==> src/rtl/r2t_pkg.sv <==
// Shared types and constants of the radix integer-to-text formatter.
// Used by r2t_div and radix_integer_to_text; no dependencies.
package r2t_pkg;

   localparam int VALUE_WIDTH_DEFAULT = 64;
   localparam int MAX_CHARS_DEFAULT   = 64;

   // Bits retired by the divider in one cycle.
   localparam int DIV_BITS_PER_CYCLE = 8;

   localparam int RADIX_W    = 5;
   localparam int MIN_W      = 7;
   localparam int CHAR_W     = 8;
   localparam int DIGIT_W    = 4;
   localparam int CSR_IDX_W  = 2;
   localparam int CSR_DATA_W = 8;

   localparam logic [CSR_IDX_W-1:0] CSR_RADIX      = 2'd0;
   localparam logic [CSR_IDX_W-1:0] CSR_MIN_DIGITS = 2'd1;
   localparam logic [CSR_IDX_W-1:0] CSR_FILL_CHAR  = 2'd2;

   localparam logic [RADIX_W-1:0] RADIX_RESET = 5'd10;
   localparam logic [RADIX_W-1:0] RADIX_MIN   = 5'd2;
   localparam logic [RADIX_W-1:0] RADIX_MAX   = 5'd16;
   localparam logic [CHAR_W-1:0]  FILL_RESET  = 8'd48;

   localparam logic [CHAR_W-1:0]  ASCII_ZERO  = 8'h30;
   localparam logic [CHAR_W-1:0]  ASCII_A     = 8'h41;
   localparam logic [DIGIT_W-1:0] DIGIT_TEN   = 4'd10;

   typedef struct packed {
      logic               start;
      logic [RADIX_W-1:0] radix;
   } r2t_div_ctl_type;

   typedef struct packed {
      logic               done;
      logic [DIGIT_W-1:0] rem;
   } r2t_div_status_type;

endpackage

==> src/rtl/r2t_ram.sv <==
// Generic single-write, single-read RAM with a registered read port.
// No dependencies; holds the digits of the formatter.
module r2t_ram #(
   parameter int WIDTH = 4,
   parameter int DEPTH = 64
) (
   input  logic                     clock,
   input  logic                     wr_en,
   input  logic [$clog2(DEPTH)-1:0] wr_addr,
   input  logic [WIDTH-1:0]         wr_data,
   input  logic                     rd_en,
   input  logic [$clog2(DEPTH)-1:0] rd_addr,
   output logic [WIDTH-1:0]         rd_data
);

   logic [WIDTH-1:0] mem_ff [DEPTH];
   logic [WIDTH-1:0] rd_data_ff;

   always_ff @(posedge clock) begin
      if (wr_en) begin
         mem_ff[wr_addr] <= wr_data;
      end
      if (rd_en) begin
         rd_data_ff <= mem_ff[rd_addr];
      end
   end

   assign rd_data = rd_data_ff;

endmodule

==> src/rtl/r2t_div.sv <==
// Iterative restoring divider of a wide value by a small radix.
// Depends on r2t_pkg for the control and status structs.
module r2t_div #(
   parameter int VALUE_WIDTH = r2t_pkg::VALUE_WIDTH_DEFAULT
) (
   input  logic                        clock,
   input  logic                        reset,
   input  r2t_pkg::r2t_div_ctl_type    div_ctl,
   input  logic [VALUE_WIDTH-1:0]      dividend,
   output r2t_pkg::r2t_div_status_type div_status,
   output logic [VALUE_WIDTH-1:0]      quotient
);
   import r2t_pkg::*;

   localparam int N_CYC = (VALUE_WIDTH + DIV_BITS_PER_CYCLE - 1) / DIV_BITS_PER_CYCLE;
   localparam int PAD_W = N_CYC * DIV_BITS_PER_CYCLE;
   localparam int CNT_W = $clog2(N_CYC + 1);

   logic [PAD_W-1:0]   quo_ff;
   logic [DIGIT_W-1:0] rem_ff;
   logic [RADIX_W-1:0] radix_ff;
   logic [CNT_W-1:0]   cnt_ff;
   logic               busy_ff;
   logic               done_ff;

   logic [PAD_W-1:0]   step_q;
   logic [RADIX_W-1:0] step_r;

   // The dividend is shifted out at the top while quotient bits enter at the bottom.
   always_comb begin
      step_q = quo_ff;
      step_r = {1'b0, rem_ff};
      for (int i = 0; i < DIV_BITS_PER_CYCLE; i++) begin
         step_r = {step_r[DIGIT_W-1:0], step_q[PAD_W-1]};
         step_q = {step_q[PAD_W-2:0], 1'b0};
         if (step_r >= radix_ff) begin
            step_r    = step_r - radix_ff;
            step_q[0] = 1'b1;
         end
      end
   end

   always_ff @(posedge clock) begin
      if (reset) begin
         quo_ff   <= '0;
         rem_ff   <= '0;
         radix_ff <= RADIX_RESET;
         cnt_ff   <= '0;
         busy_ff  <= 1'b0;
         done_ff  <= 1'b0;
      end else begin
         done_ff <= 1'b0;
         if (div_ctl.start) begin
            quo_ff   <= PAD_W'(dividend);
            rem_ff   <= '0;
            radix_ff <= div_ctl.radix;
            cnt_ff   <= CNT_W'(N_CYC);
            busy_ff  <= 1'b1;
         end else if (busy_ff) begin
            quo_ff <= step_q;
            rem_ff <= step_r[DIGIT_W-1:0];
            cnt_ff <= cnt_ff - CNT_W'(1);
            if (cnt_ff == CNT_W'(1)) begin
               busy_ff <= 1'b0;
               done_ff <= 1'b1;
            end
         end
      end
   end

   assign div_status.done = done_ff;
   assign div_status.rem  = rem_ff;
   assign quotient        = quo_ff[VALUE_WIDTH-1:0];

   a_done_follows_busy: assert property (@(posedge clock) disable iff (reset)
      done_ff |-> ($past(busy_ff) && !busy_ff))
      else $error("divider done without a preceding busy cycle");

endmodule

==> src/rtl/radix_integer_to_text.sv <==
// Top level of the radix integer-to-text formatter.
// Depends on r2t_pkg, r2t_div and r2t_ram.
//
// An item on the req_ channel carries one unsigned value. The block converts
// it in the radix held in the csr_ registers and sends one character per rsp_
// item: first fill characters up to the minimum length, then the digits most
// significant first, with rsp_last set on the final one.
// The conversion runs on one shared divider that retires eight dividend bits
// a cycle and yields one digit per division. After the digits, a planning
// state follows; then each fill character is sent straight from the send
// state, while each digit first passes a fetch state, as the digit store
// has a registered read port.
// req_ready is high only while the block is idle; the final character may
// still wait in the output register when the next item is accepted.
// A stalled receiver simply holds the block in its emit phase.
// Reset is synchronous; it restores radix ten, no minimum and a fill of '0'.
// Configuration is to be written only while the block is idle.
module radix_integer_to_text #(
   parameter int VALUE_WIDTH = r2t_pkg::VALUE_WIDTH_DEFAULT,
   parameter int MAX_CHARS   = r2t_pkg::MAX_CHARS_DEFAULT
) (
   input  logic                             clock,
   input  logic                             reset,
   input  logic                             req_valid,
   output logic                             req_ready,
   input  logic [VALUE_WIDTH-1:0]           req_value,
   output logic                             rsp_valid,
   input  logic                             rsp_ready,
   output logic [r2t_pkg::CHAR_W-1:0]       rsp_char_code,
   output logic                             rsp_last,
   input  logic                             csr_wr_en,
   input  logic [r2t_pkg::CSR_IDX_W-1:0]    csr_index,
   input  logic [r2t_pkg::CSR_DATA_W-1:0]   csr_wdata
);
   import r2t_pkg::*;

   localparam int AW  = $clog2(VALUE_WIDTH);
   localparam int DCW = $clog2(VALUE_WIDTH + 1);
   localparam logic [MIN_W-1:0] MAX_C = MIN_W'(MAX_CHARS);

   typedef enum logic [2:0] {
      ST_IDLE,
      ST_DIVIDE,
      ST_PLAN,
      ST_FETCH,
      ST_SEND
   } state_type;

   function automatic logic [CHAR_W-1:0] digit_char(input logic [DIGIT_W-1:0] d);
      if (d < DIGIT_TEN) begin
         digit_char = ASCII_ZERO + CHAR_W'(d);
      end else begin
         digit_char = ASCII_A + CHAR_W'(d - DIGIT_TEN);
      end
   endfunction

   // Configuration registers
   logic [RADIX_W-1:0] radix_ff;
   logic [MIN_W-1:0]   min_digits_ff;
   logic [CHAR_W-1:0]  fill_char_ff;

   always_ff @(posedge clock) begin
      if (reset) begin
         radix_ff      <= RADIX_RESET;
         min_digits_ff <= '0;
         fill_char_ff  <= FILL_RESET;
      end else if (csr_wr_en) begin
         unique case (csr_index)
            CSR_RADIX:      radix_ff      <= csr_wdata[RADIX_W-1:0];
            CSR_MIN_DIGITS: min_digits_ff <= csr_wdata[MIN_W-1:0];
            CSR_FILL_CHAR:  fill_char_ff  <= csr_wdata[CHAR_W-1:0];
            default: ;
         endcase
      end
   end

   state_type          state_ff, state_in;
   logic [DCW-1:0]     digit_count_ff, digit_count_in;
   logic [MIN_W-1:0]   emit_index_ff, emit_index_in;
   logic [MIN_W-1:0]   pad_ff, pad_in;
   logic [MIN_W-1:0]   total_ff, total_in;
   logic [AW-1:0]      rd_ptr_ff, rd_ptr_in;
   logic               rsp_valid_ff, rsp_valid_in;
   logic [CHAR_W-1:0]  rsp_char_ff, rsp_char_in;
   logic               rsp_last_ff, rsp_last_in;

   r2t_div_ctl_type    div_ctl;
   r2t_div_status_type div_status;
   logic [VALUE_WIDTH-1:0] div_dividend;
   logic [VALUE_WIDTH-1:0] div_quotient;

   logic               ram_wr_en;
   logic               ram_rd_en;
   logic [DIGIT_W-1:0] ram_rd_data;

   logic [RADIX_W-1:0] eff_radix;
   logic [MIN_W-1:0]   min_sat;
   logic [MIN_W-1:0]   count_ext;
   logic [MIN_W-1:0]   pad_calc;
   logic [MIN_W:0]     sum_calc;
   logic [MIN_W-1:0]   total_calc;
   logic               slot_free;
   logic               is_pad;
   logic               is_last;
   logic [MIN_W-1:0]   next_index;

   always_comb begin
      if (radix_ff < RADIX_MIN) begin
         eff_radix = RADIX_MIN;
      end else if (radix_ff > RADIX_MAX) begin
         eff_radix = RADIX_MAX;
      end else begin
         eff_radix = radix_ff;
      end
   end

   assign slot_free = !rsp_valid_ff || rsp_ready;

   // Length of the field: padding, digits and the output bound.
   assign min_sat    = (min_digits_ff > MAX_C) ? MAX_C : min_digits_ff;
   assign count_ext  = MIN_W'(digit_count_ff);
   assign pad_calc   = (min_sat > count_ext) ? (min_sat - count_ext) : '0;
   assign sum_calc   = {1'b0, pad_calc} + {1'b0, count_ext};
   assign total_calc = (sum_calc > {1'b0, MAX_C}) ? MAX_C : sum_calc[MIN_W-1:0];

   assign next_index = emit_index_ff + MIN_W'(1);
   assign is_pad     = emit_index_ff < pad_ff;
   assign is_last    = next_index == total_ff;

   assign div_ctl.start = ((state_ff == ST_IDLE) && req_valid)
                       || ((state_ff == ST_DIVIDE) && div_status.done
                           && (div_quotient != '0));
   assign div_ctl.radix = eff_radix;
   assign div_dividend  = (state_ff == ST_IDLE) ? req_value : div_quotient;

   assign ram_wr_en = (state_ff == ST_DIVIDE) && div_status.done;
   assign ram_rd_en = (state_ff == ST_FETCH);

   always_comb begin
      state_in       = state_ff;
      digit_count_in = digit_count_ff;
      emit_index_in  = emit_index_ff;
      pad_in         = pad_ff;
      total_in       = total_ff;
      rd_ptr_in      = rd_ptr_ff;
      rsp_valid_in   = rsp_valid_ff && !rsp_ready;
      rsp_char_in    = rsp_char_ff;
      rsp_last_in    = rsp_last_ff;
      unique case (state_ff)
         ST_IDLE: begin
            if (req_valid) begin
               digit_count_in = '0;
               state_in       = ST_DIVIDE;
            end
         end
         ST_DIVIDE: begin
            if (div_status.done) begin
               digit_count_in = digit_count_ff + DCW'(1);
               if (div_quotient == '0) begin
                  state_in = ST_PLAN;
               end
            end
         end
         ST_PLAN: begin
            pad_in        = pad_calc;
            total_in      = total_calc;
            emit_index_in = '0;
            rd_ptr_in     = AW'(digit_count_ff - DCW'(1));
            state_in      = (pad_calc != '0) ? ST_SEND : ST_FETCH;
         end
         ST_FETCH: begin
            state_in = ST_SEND;
         end
         ST_SEND: begin
            if (slot_free) begin
               rsp_valid_in  = 1'b1;
               rsp_char_in   = is_pad ? fill_char_ff : digit_char(ram_rd_data);
               rsp_last_in   = is_last;
               emit_index_in = next_index;
               if (!is_pad) begin
                  rd_ptr_in = rd_ptr_ff - AW'(1);
               end
               if (is_last) begin
                  state_in = ST_IDLE;
               end else if (next_index < pad_ff) begin
                  state_in = ST_SEND;
               end else begin
                  state_in = ST_FETCH;
               end
            end
         end
         default: state_in = ST_IDLE;
      endcase
   end

   always_ff @(posedge clock) begin
      if (reset) begin
         state_ff       <= ST_IDLE;
         digit_count_ff <= '0;
         emit_index_ff  <= '0;
         pad_ff         <= '0;
         total_ff       <= '0;
         rd_ptr_ff      <= '0;
         rsp_valid_ff   <= 1'b0;
         rsp_char_ff    <= '0;
         rsp_last_ff    <= 1'b0;
      end else begin
         state_ff       <= state_in;
         digit_count_ff <= digit_count_in;
         emit_index_ff  <= emit_index_in;
         pad_ff         <= pad_in;
         total_ff       <= total_in;
         rd_ptr_ff      <= rd_ptr_in;
         rsp_valid_ff   <= rsp_valid_in;
         rsp_char_ff    <= rsp_char_in;
         rsp_last_ff    <= rsp_last_in;
      end
   end

   r2t_div #(
      .VALUE_WIDTH (VALUE_WIDTH)
   ) u_div (
      .clock      (clock),
      .reset      (reset),
      .div_ctl    (div_ctl),
      .dividend   (div_dividend),
      .div_status (div_status),
      .quotient   (div_quotient)
   );

   r2t_ram #(
      .WIDTH (DIGIT_W),
      .DEPTH (VALUE_WIDTH)
   ) u_digit_store (
      .clock   (clock),
      .wr_en   (ram_wr_en),
      .wr_addr (digit_count_ff[AW-1:0]),
      .wr_data (div_status.rem),
      .rd_en   (ram_rd_en),
      .rd_addr (rd_ptr_ff),
      .rd_data (ram_rd_data)
   );

   assign req_ready     = (state_ff == ST_IDLE);
   assign rsp_valid     = rsp_valid_ff;
   assign rsp_char_code = rsp_char_ff;
   assign rsp_last      = rsp_last_ff;

   a_accept_starts_divide: assert property (@(posedge clock) disable iff (reset)
      (req_valid && req_ready) |=> (state_ff == ST_DIVIDE))
      else $error("accepted item did not start a division");

   a_emit_within_total: assert property (@(posedge clock) disable iff (reset)
      (state_ff == ST_SEND) |-> (emit_index_ff < total_ff))
      else $error("character index ran past the field length");

   a_last_returns_idle: assert property (@(posedge clock) disable iff (reset)
      ((state_ff == ST_SEND) && slot_free && is_last)
         |=> ((state_ff == ST_IDLE) && rsp_valid && rsp_last))
      else $error("final character not marked or block not idle");

   a_digit_count_bound: assert property (@(posedge clock) disable iff (reset)
      digit_count_ff <= DCW'(VALUE_WIDTH))
      else $error("digit count exceeds the digit store");

endmodule
==> config.mk <==
export PLATFORM = sky130hd
export DESIGN_NAME = radix_integer_to_text
export DESIGN_NICKNAME = d
export VERILOG_FILES = /design/src/rtl/r2t_pkg.sv /design/src/rtl/r2t_ram.sv /design/src/rtl/r2t_div.sv /design/src/rtl/radix_integer_to_text.sv
export SDC_FILE = /design/constraint.sdc
export NUM_CORES = 1
export LEC_CHECK = 0
export BUFFER_PORTS_ARGS = -buffer_cell sky130_fd_sc_hd__buf_2
export CAP_MARGIN = 40
export CORE_MARGIN = 5
export CORE_UTILIZATION = 55
export CTS_CLUSTER_DIAMETER = 80
export CTS_CLUSTER_SIZE = 25
export DETAILED_ROUTE_END_ITERATION = 10
export PLACE_DENSITY = 0.74
export SYNTH_ARGS = -nofsm -noshare
export SYNTH_HDL_FRONTEND = slang
export SYNTH_HIERARCHICAL = 1
export SYNTH_SLANG_ARGS = --single-unit
==> constraint.sdc <==
create_clock -name clock -period 13.4 [get_ports clock]
set_input_delay 2.68 -clock clock [delete_from_list [all_inputs] [get_ports clock]]
set_output_delay 2.68 -clock clock [all_outputs]
set_load 0.01 [all_outputs]
[Word-level counts from Yosys, hierarchy flattened]
Memories as Yosys holds them, arrays and structs flattened. A register that Yosys moved wholly into a read port is not among the register bits.
Index checks and enable logic that the tools add are counted.
W data, S select, Z words.
Storage, ports and cells
  bits in writable memories: 256
  memories: 1
  output and inout port bits: 11
  register bits after elaboration: 146
Cells by class
  reductions and logical operators: 27
  eq/ne operators: 14
  bitwise logic cells: 1
  mux-type cells: 52
  add/subtract/negate cells: 18
  $lt $le $gt $ge: 16
Memory list
  u_digit_store.mem_ff: words 64, width 4, rd ports 1, clocked after memory_dff 1, write ports 1, RTL line r2t_ram.sv:16  | logic [WIDTH-1:0] mem_ff [DEPTH];
Operators with widths (number)
  $mux W64: 3
  $logic_not A64 Y1: 1
  $reduce_bool A64 Y1: 1
  $mux W7: 6
  $ge A5 B5 Y1: 8
  $mux W4: 10
  $sub A4 B4 Y4: 8
  $pmux W7 S2: 2
  $mux W3: 7
  $mux W1: 16
  $mux W8: 2
  $pmux W3 S5: 1
  $add A7 B1 Y7 const B: 2
  $lt A7 B7 Y1: 2
  $mux W6: 2
  $pmux W6 S2: 1
  $reduce_and A2 Y1: 6
  $sub A6 B1 Y6 const B: 2
  $mux W5: 2
  $add A7 B7 Y8: 1
  $add A7 B8 Y8 const A: 1
  $gt A8 B7 Y1 const B: 1
  $ne A2 B2 Y1 const B: 4
  $add A6 B4 Y7 const A: 1
  other kinds (28): 38

[Longest topological paths before layout]
Gate-level depths: netlist of the first run.
  depth after elaboration: 18
  depth in mapped cells: 51
  gate-level depth less buffers: 51

[Hierarchy]
The synthesis of the first run kept the hierarchy.
By module, submodules not included
  r2t_ram: cells each 521, seq. area each 7807.5 sq um, instances 1, area each 10447.5 sq um
  r2t_div: cells each 640, seq. area each 1581.5 sq um, instances 1, area each 5303.8 sq um
  radix_integer_to_text: cells each 632, seq. area each 1341.3 sq um, instances 1, area each 5241.3 sq um

[Worst setup path before layout of the first run]
OpenSTA, ideal clock, no wires.
  path type: reg-to-reg
  start point: register u_div.rem_ff[0]
  end point: register u_div.quo_ff[0] (netlist: u_div/quotient[0])
  required time: 13.330 ns
  setup time: 0.070 ns
  path slack: 2.543 ns
  period minus slack after synthesis: 10.857 ns
  stages on the path, launching flop included: 46
  arrival time: 10.787 ns
  path buffers: 1
  path through: dfxtp_1 -> ha_1 -> nor2b_1 -> o31a_1 -> o31a_1 -> nor2_2 -> mux2_2 -> ha_1 -> o21a_1 -> o31a_4 -> o21a_1 -> mux2_2 -> ha_1 -> and4_1 -> nor3_2 -> a21oi_4 -> mux2i_1 -> ha_1 -> [10 not listed] -> nor2b_1 -> o31a_2 -> o22ai_2 -> mux2_4 -> inv_1 -> ha_1 -> a21o_1 -> a31oi_1 -> o21ai_0 -> buf_2 -> o21ai_0 -> ha_1 -> a21o_1 -> a31oi_1 -> o21ai_1 -> inv_1 -> a211o_1 -> a21oi_1
On the way
  cells in the longest elaborated chain, start to end: 18
  elaborated cells between the ends (all ways): 25
RTL lines
  start: declaration: RTL line r2t_div.sv:20  | logic [DIGIT_W-1:0] rem_ff;
  start signal: assignment: RTL line r2t_div.sv:61  | rem_ff <= step_r[DIGIT_W-1:0];
  $sub A4 B4 Y4 / $ge A5 B5 Y1 (equally long branches): RTL line r2t_div.sv:37, r2t_div.sv:36
  $mux W4 *: RTL line r2t_div.sv:36  | if (step_r >= radix_ff) begin
  $sub A4 B4 Y4 / $ge A5 B5 Y1 (equally long branches): RTL line r2t_div.sv:37, r2t_div.sv:36
  $mux W4 *: RTL line r2t_div.sv:36
  $sub A4 B4 Y4 / $ge A5 B5 Y1 (equally long branches): RTL line r2t_div.sv:37, r2t_div.sv:36
  $mux W4 *: RTL line r2t_div.sv:36
  $ge A5 B5 Y1 / $sub A4 B4 Y4 (equally long branches): RTL line r2t_div.sv:36, r2t_div.sv:37
  $mux W4 *: RTL line r2t_div.sv:36
  [2 not listed]
  $sub A4 B4 Y4 / $ge A5 B5 Y1 (equally long branches): RTL line r2t_div.sv:37, r2t_div.sv:36
  $mux W4 *: RTL line r2t_div.sv:36
  $sub A4 B4 Y4 / $ge A5 B5 Y1 (equally long branches): RTL line r2t_div.sv:37, r2t_div.sv:36
  $mux W4 *: RTL line r2t_div.sv:36
  $ge A5 B5 Y1 *: RTL line r2t_div.sv:36
  $mux W1 *: RTL line r2t_div.sv:36
  $mux W64 *: RTL line r2t_div.sv:59  | end else if (busy_ff) begin
  $mux W64 *: RTL line r2t_div.sv:53  | if (div_ctl.start) begin
  end signal: assignment: RTL line r2t_div.sv:54  | quo_ff <= PAD_W'(dividend);
  end signal: assignment: RTL line r2t_div.sv:60  | quo_ff <= step_q;
  end: declaration: RTL line r2t_div.sv:19  | logic [PAD_W-1:0] quo_ff;
Every way passes the cells marked *; elsewhere a longest branch is shown, timed or not. The select of a mux whose other input is x is not followed.
A chain may end at the register's enable or synchronous reset.

[Worst setup path in the final report of the first run]
  start point: register u_div.radix_ff[1]
  end point: register u_div.quo_ff[0] (netlist: u_div/quotient[0])
On the way
  cells in the longest elaborated chain, start to end: 18
  elaborated cells between the ends (all ways): 25
RTL lines
  start: declaration: RTL line r2t_div.sv:21  | logic [RADIX_W-1:0] radix_ff;
  start signal: assignment: RTL line r2t_div.sv:56  | radix_ff <= div_ctl.radix;
  $sub A4 B4 Y4 / $ge A5 B5 Y1 (equally long branches): RTL line r2t_div.sv:37, r2t_div.sv:36
  $mux W4: RTL line r2t_div.sv:36
  $sub A4 B4 Y4 / $ge A5 B5 Y1 (equally long branches): RTL line r2t_div.sv:37, r2t_div.sv:36
  $mux W4: RTL line r2t_div.sv:36
  $sub A4 B4 Y4 / $ge A5 B5 Y1 (equally long branches): RTL line r2t_div.sv:37, r2t_div.sv:36
  $mux W4: RTL line r2t_div.sv:36
  $ge A5 B5 Y1 / $sub A4 B4 Y4 (equally long branches): RTL line r2t_div.sv:36, r2t_div.sv:37
  $mux W4: RTL line r2t_div.sv:36
  [2 not listed]
  $sub A4 B4 Y4 / $ge A5 B5 Y1 (equally long branches): RTL line r2t_div.sv:37, r2t_div.sv:36
  $mux W4: RTL line r2t_div.sv:36
  $sub A4 B4 Y4 / $ge A5 B5 Y1 (equally long branches): RTL line r2t_div.sv:37, r2t_div.sv:36
  $mux W4: RTL line r2t_div.sv:36
  $ge A5 B5 Y1 *: RTL line r2t_div.sv:36
  $mux W1 *: RTL line r2t_div.sv:36
  $mux W64 *: RTL line r2t_div.sv:59
  $mux W64 *: RTL line r2t_div.sv:53
Marked as above.

==> impl_metrics.yaml, run 1 <==
run_status:
  status: "complete, no violations"
synthesis:
  synth_top_area_share_pct: 37.19
  yosysWarnings: 6
  synth_top_area_cell: "edfxtp_1"
  netlist_instances: 1793
  syn-cell-area_um2: 20990
  synth_edf_count: 260
  ys_ff_latch: 406
  synth-seq-area-share_pct: 51.11
  synth_area_per_cell_um2: 11.71
  post_synth_main_area_contributors: "edfxtp_1, dfxtp_1, nor2_1, mux4_2, ha_1"
  synth_top_cells_by_count: "nor2_1, edfxtp_1, dfxtp_1"
  syn-num-nets: 1957
  yosysMostFrequentCell: "nor2_1"
  ys_async_sr_fraction_pct: 0
  synth_cell_type_count: 95
  ys.flop_type: "edfxtp_1"
clock_tree:
  ctsHoldBuffers: 0
  cts_sinks: 406
  h-tree-depth: 1
  clockBufferDepth: 3
  clk_latency_ps: 570
  post_cts_resized: 0
  cts_tree: "done"
  numCtsBuffers: 24
  path_clk_slew_ps: 100
  cts_setup_buffers: 0
  root_buffer: "clkbuf_16"
global_route:
  grt.total_usage_pct: 22.66
  grt_pass1_vias: 13880
  antenna_found_initial: 6
  grt_max_degree: 68
  grt_use_met1_pct: 31.33
  grt_overflow: 0
  top_usage_layer: "met2"
  grtUsageMet3_pct: 3.609
  grt_pass1_wl_um: 76290
  gr-usage-met2_pct: 37.74
timing:
  fin_ws_ps: 1127
  period_share_pct: 91.59
  fmax_mhz: 81.48
  rsz0062_at_grt: "false"
  final_hold_viol_count: 0
  fin_crit_ps: 12270
  setup_tns_ps: 0
  slew_headroom_pct: 40.57
  finClkSkew_ps: 31.09
  finalMaxSlewViolations: 0
  tightest_slew_ps: 891.4
  setup_violations: 0
worst_setup_path:
  crit_path_frequent_cell: "ha_1"
  timing.critical_path.buf_inv: 4
  r2r-start: "u_div/radix_ff[1]$_SDFFE_PP1P_"
  cp-endpoint: "u_div/quotient[0]$_SDFFE_PP0P_"
  crit_slowest_cell: "dfxtp_1"
  worst-setup-path-type: "flip-flop to flip-flop"
  r2r_slack_ps: 1130
  crit_required_ps: 13900
  crit_path_max_incr_delay_ps: 640
  crit_cells: 49
  crit_start: "u_div/radix_ff[1]$_SDFFE_PP1P_"
  rr_worst_depth: 49
  worst_setup_path_end_kind: "flip-flop"
  critical_path.top_delay_family: "compound AO/OA/AOI/OAI gates"
  cp_max_fo: 11
  reg2reg_to: "u_div/quotient[0]$_SDFFE_PP0P_"
  cp-start-kind: "flip-flop"
  worstPathArrival_ps: 12770
finish:
  multi_input_area_um2: 9593
  diodes: 0
  nNetsFinal: 2003
  fillCellCount: 3051
  drive_above_1_share_pct: 16.64
  seqCellArea_um2: 10740
  postLayoutCoreUtil_pct: 60.11
  area.growth.synth_to_final_pct: 7.855
  final_area_um2: 22640
routing:
  avgRoutedWirePerCell_um: 20.43
  viasPerCell: 6.069
  finalWirelength_um: 48370
  final_antenna_net_count: 0
  drc: 0
  drtPass1Iterations: 6
  drt_iter0_markers: 1169
  vias: 14370
floorplan:
  initial_utilization_pct: 55.73
  die_w_um: 205.4
  die_area_um2: 42170
  die_h_um: 205.4
  core.rowCount: 71
  core_area_um2: 37670
  io_pins: 90
run:
  cap_violations: 0
placement:
  io_buffers: 89
  globalplace.congestion: 0.9130
  dp_hpwl_um: 32920
  placed_area_um2: 21830
  post-place-ws_ps: 1329
min_path:
  hold_class: "flip-flop to flip-flop"
==> per-layer routing <==
| layer | up-vias | part of all wire (%) |
|---|---|---|
| li1 | 6765 | - |
| met1 | 7014 | 43 |
| met2 | 507 | 48 |
| met3 | 74 | 6.7 |
| met4 | 12 | 2.3 |
| met5 | - | 0.16 |
==> layout by cell type, fill, tap and decap left out, drive strengths merged, types with 10 or more instances in the layout <==
master / n
nor3: 26
nand2: 105
a21oi: 112
o21a: 20
nor2: 289
inv: 64
a21o: 14
ha: 75
a22oi: 10
o31ai: 14
edfxtp: 260
a211oi: 10
o211ai: 11
o21ai: 32
nand3: 33
fa: 10
mux2i: 93
a31oi: 17
buf: 108
nor4: 18
clkbuf: 31
nor3b: 10
mux2: 73
nand2b: 19
mux4: 65
dfxtp: 146
nand4: 11
xor2: 14
nor2b: 23
xnor2: 27
==> stage by stage <==
stage | hold WS [ps] | std cells
2_1_floorplan | 436.3 | 1793
3_3_place_gp | 445.3 | 2319
3_5_place_dp | 450.0 | 2324
4_1_cts | 464.2 | 2368
5_1_grt | 485.3 | 2368
6_report | 460.8 | 2368
==> registers in the layout, indices dropped and copies added, names as in the netlist, 8 cells and up <==
signal	cells
fill_char_ff	8
u_div/quotient	64
rsp_char_code	8
u_digit_store/mem_ff	256
==> cells by family (layout without fill, tap and decap cells) <==
logic type / Yosys count / count (layout) / synth area share, %
adder cells (fa/ha/maj): 85 / 85 / 5.424
multiplexers: 231 / 231 / 15.70
flip-flops: 406 / 406 / 51.11
XOR/XNOR: 43 / 43 / 1.925
AO/OA/AOI/OAI: 306 / 306 / 9.965
AND/OR/NAND/NOR: 574 / 574 / 12.61
buffers and inverters: 148 / 212 / 3.266
==> worst min-delay path, cell delays in order (launching register included) <==
cell	delay, ps
dfxtp_1	320
nand2_1	50
a21oi_1	50
==> worst min-delay path by stage <==
| stage | slack (ps) | start | to | depth (start not counted) |
|---|---|---|---|---|
| 2_1_floorplan | 440 | pad_ff[1]$_SDFFE_PP0P_ | pad_ff[1]$_SDFFE_PP0P_ | 2 |
| 3_3_place_gp | 450 | pad_ff[3]$_SDFFE_PP0P_ | pad_ff[3]$_SDFFE_PP0P_ | 2 |
| 3_5_place_dp | 450 | rsp_char_code[7]$_SDFFE_PP0P_ | rsp_char_code[7]$_SDFFE_PP0P_ | 2 |
| 4_1_cts | 460 | rsp_char_code[7]$_SDFFE_PP0P_ | rsp_char_code[7]$_SDFFE_PP0P_ | 2 |
| 5_1_grt | 490 | rsp_char_code[7]$_SDFFE_PP0P_ | rsp_char_code[7]$_SDFFE_PP0P_ | 2 |
| 6_report | 460 | rsp_char_code[0]$_SDFFE_PP0P_ | rsp_char_code[0]$_SDFFE_PP0P_ | 2 |
==> final cells by class <==
cell class / instances / share of cell area (%)
Inverter: 60 / 0.9947
Clock inverter: 13 / 0.8289
Timing Repair Buffer: 108 / 2.763
Tap cell: 511 / 2.824
Multi-Input combinational cell: 1239 / 42.37
Clock buffer: 31 / 2.769
Sequential cell: 406 / 47.45
Power of run 1 is left out: the tool's default activity adds up to more than one toggle a clock period on the data nets, which glitch-free logic cannot reach.
==> run 2: changes to the inputs <==
- ABC_AREA: default -> 1
==> impl_metrics.yaml, run 2 <==
timing:
  setup_tns_ps: 0
  finClkSkew_ps: 30.09
  setup_violations: 0
  fmax_mhz: 95.85
  tightest_slew_ps: 952.8
  period_share_pct: 77.86
  final_hold_viol_count: 0
  fin_crit_ps: 10430
  rsz0062_at_grt: "false"
  slew_headroom_pct: 35.89
  finalMaxSlewViolations: 0
clock_tree:
  ctsHoldBuffers: 0
  cts_setup_buffers: 0
  post_cts_resized: 0
  root_buffer: "clkbuf_16"
  clockBufferDepth: 3
  path_clk_slew_ps: 90
  cts_tree: "done"
  numCtsBuffers: 23
  cts_sinks: 406
  clk_latency_ps: 550
  h-tree-depth: 1
finish:
  largest_register: "u_digit_store/mem_ff"
  finalNonFillerCells: 3149
  fillCellCount: 3388
  drive_above_1_share_pct: 7.564
  area.growth.synth_to_final_pct: 6.086
  nNetsFinal: 2782
  final_cell_mix: "nand2_1, inv_1, nand3_1"
  diodes: 0
  largest_reg_flops: 256
  postLayoutCoreUtil_pct: 59.01
  final_common_cell: "nand2_1"
worst_setup_path:
  crit_required_ps: 13870
  worstPathArrival_ps: 10910
  crit_path_max_incr_delay_ps: 610
  crit_path_frequent_cell: "nand2_1"
  worst-setup-path-type: "flip-flop to flip-flop"
  r2r-start: "u_div/radix_ff[1]$_SDFFE_PP1P_"
  rr_worst_depth: 66
  r2r_slack_ps: 2970
  crit_slowest_cell: "dfxtp_1"
  cp-start-kind: "flip-flop"
  reg2reg_to: "u_div/rem_ff[0]$_SDFFE_PP0P_"
  cp_max_fo: 11
  worst_setup_path_end_kind: "flip-flop"
floorplan:
  die_h_um: 207.9
  io_pins: 90
  initial_utilization_pct: 55.62
  die_area_um2: 43230
  core_area_um2: 38740
  die_w_um: 207.9
  core.rowCount: 72
min_path:
  hp-start: "rsp_char_code[4]$_SDFFE_PP0P_"
  hold_class: "flip-flop to flip-flop"
  hold_path_depth: 2
  worstHoldEndpoint: "rsp_char_code[4]$_SDFFE_PP0P_"
synthesis:
  yosysWarnings: 6
  netlist_instances: 2604
  ys_async_sr_fraction_pct: 0
  synth_top_cells_by_count: "nand2_1, inv_1, nand3_1"
  syn-num-nets: 2768
  yosysMostFrequentCell: "nand2_1"
  synth-seq-area-share_pct: 49.80
  synth_area_per_cell_um2: 8.275
  synth_cell_type_count: 53
  ys_ff_latch: 406
  synth_edf_count: 260
  syn-cell-area_um2: 21550
  synth_top_area_cell: "edfxtp_1"
  ys.flop_type: "edfxtp_1"
  post_synth_main_area_contributors: "edfxtp_1, dfxtp_1, nand2_1, nand3_1, inv_1"
  synth_top_area_share_pct: 36.23
routing:
  drtPass1Iterations: 8
  viasPerCell: 5.585
  drt_iter0_markers: 1564
  final_antenna_net_count: 0
  finalWirelength_um: 51810
  vias: 17590
  avgRoutedWirePerCell_um: 16.45
  drc: 0
run:
  cap_violations: 0
global_route:
  grt_overflow: 0
  grt.total_usage_pct: 23.01
  grt_pass1_wl_um: 83810
  grt_max_degree: 95
  antenna_found_initial: 0
  grt_pass1_vias: 16800
run_status:
  status: "complete, no violations"
placement:
  place_inst: 3110
  io_buffers: 89
  globalplace.congestion: 0.8957
  dp_hpwl_um: 35080
[run 2: through the flow]
| stage | instance area [µm²] | hold slack [ps] | setup WS, ps |
|---|---|---|---|
| finish | 22860 | 465.1 | 2967 |
| global route | 22860 | 482.7 | 1801 |
| CTS | 22850 | 466.9 | 3050 |
| detailed placement | 22120 | 452.4 | 3062 |
| global placement | 22050 | 453.8 | 3365 |
| floorplan | 21550 | 423.8 | 3869 |
[run 2: worst max path at each step]
stage / startpoint / end / slack (ps) / cells after the start
detailed placement: u_div/radix_ff[1]$_SDFFE_PP1P_ / u_div/rem_ff[0]$_SDFFE_PP0P_ / 3060 / 66
global placement: u_div/rem_ff[1]$_SDFFE_PP0P_ / u_div/rem_ff[3]$_SDFFE_PP0P_ / 3360 / 64
global route: u_div/radix_ff[1]$_SDFFE_PP1P_ / u_div/rem_ff[0]$_SDFFE_PP0P_ / 1800 / 66
finish: u_div/radix_ff[1]$_SDFFE_PP1P_ / u_div/rem_ff[0]$_SDFFE_PP0P_ / 2970 / 66
floorplan: u_div/rem_ff[1]$_SDFFE_PP0P_ / u_div/rem_ff[0]$_SDFFE_PP0P_ / 3870 / 63
CTS: u_div/radix_ff[1]$_SDFFE_PP1P_ / u_div/rem_ff[0]$_SDFFE_PP0P_ / 3050 / 66
[run 2: cell type report]
class	count	area [µm²]	share of cell area (%)
multi-input combinational	1761	8919	39.02
timing repair buffer	107	615.6	2.693
tap	518	648.1	2.835
clock inverter	12	145.1	0.6350
sequential	406	10740	46.99
clock buffer	26	586.8	2.567
inverter	319	1204	5.266
[run 2: worst max-delay path: cells and delay by family, from the launching register on]
kind                       cells  cell delay, ps
buffers and inverters          9             950
DFF                            1             610
and+or+nand+nor               41            4810
AOI/OAI and AO/OA              8            1300
adders and majority gates      8            2640
[run 2: kinds of logic after synthesis]
| logic type | synth area share, % |
|---|---|
| flip-flops | 49.80 |
| AND/OR/NAND/NOR | 26.36 |
| buffers and inverters | 8.821 |
| AO/OA/AOI/OAI | 8.594 |
| XOR/XNOR | 1.138 |
| adder cells (fa/ha/maj) | 5.284 |
[run 2: metal layers]
layer	up-vias	GRT usage (%)	wire length [µm]
met4	0	7.067	1460
met2	585	39.63	24810
met5	-	0	0
li1	8650	-	-
met1	8244	31.22	22370
met3	107	2.018	3179
Power of run 2 is left out for the same reason.
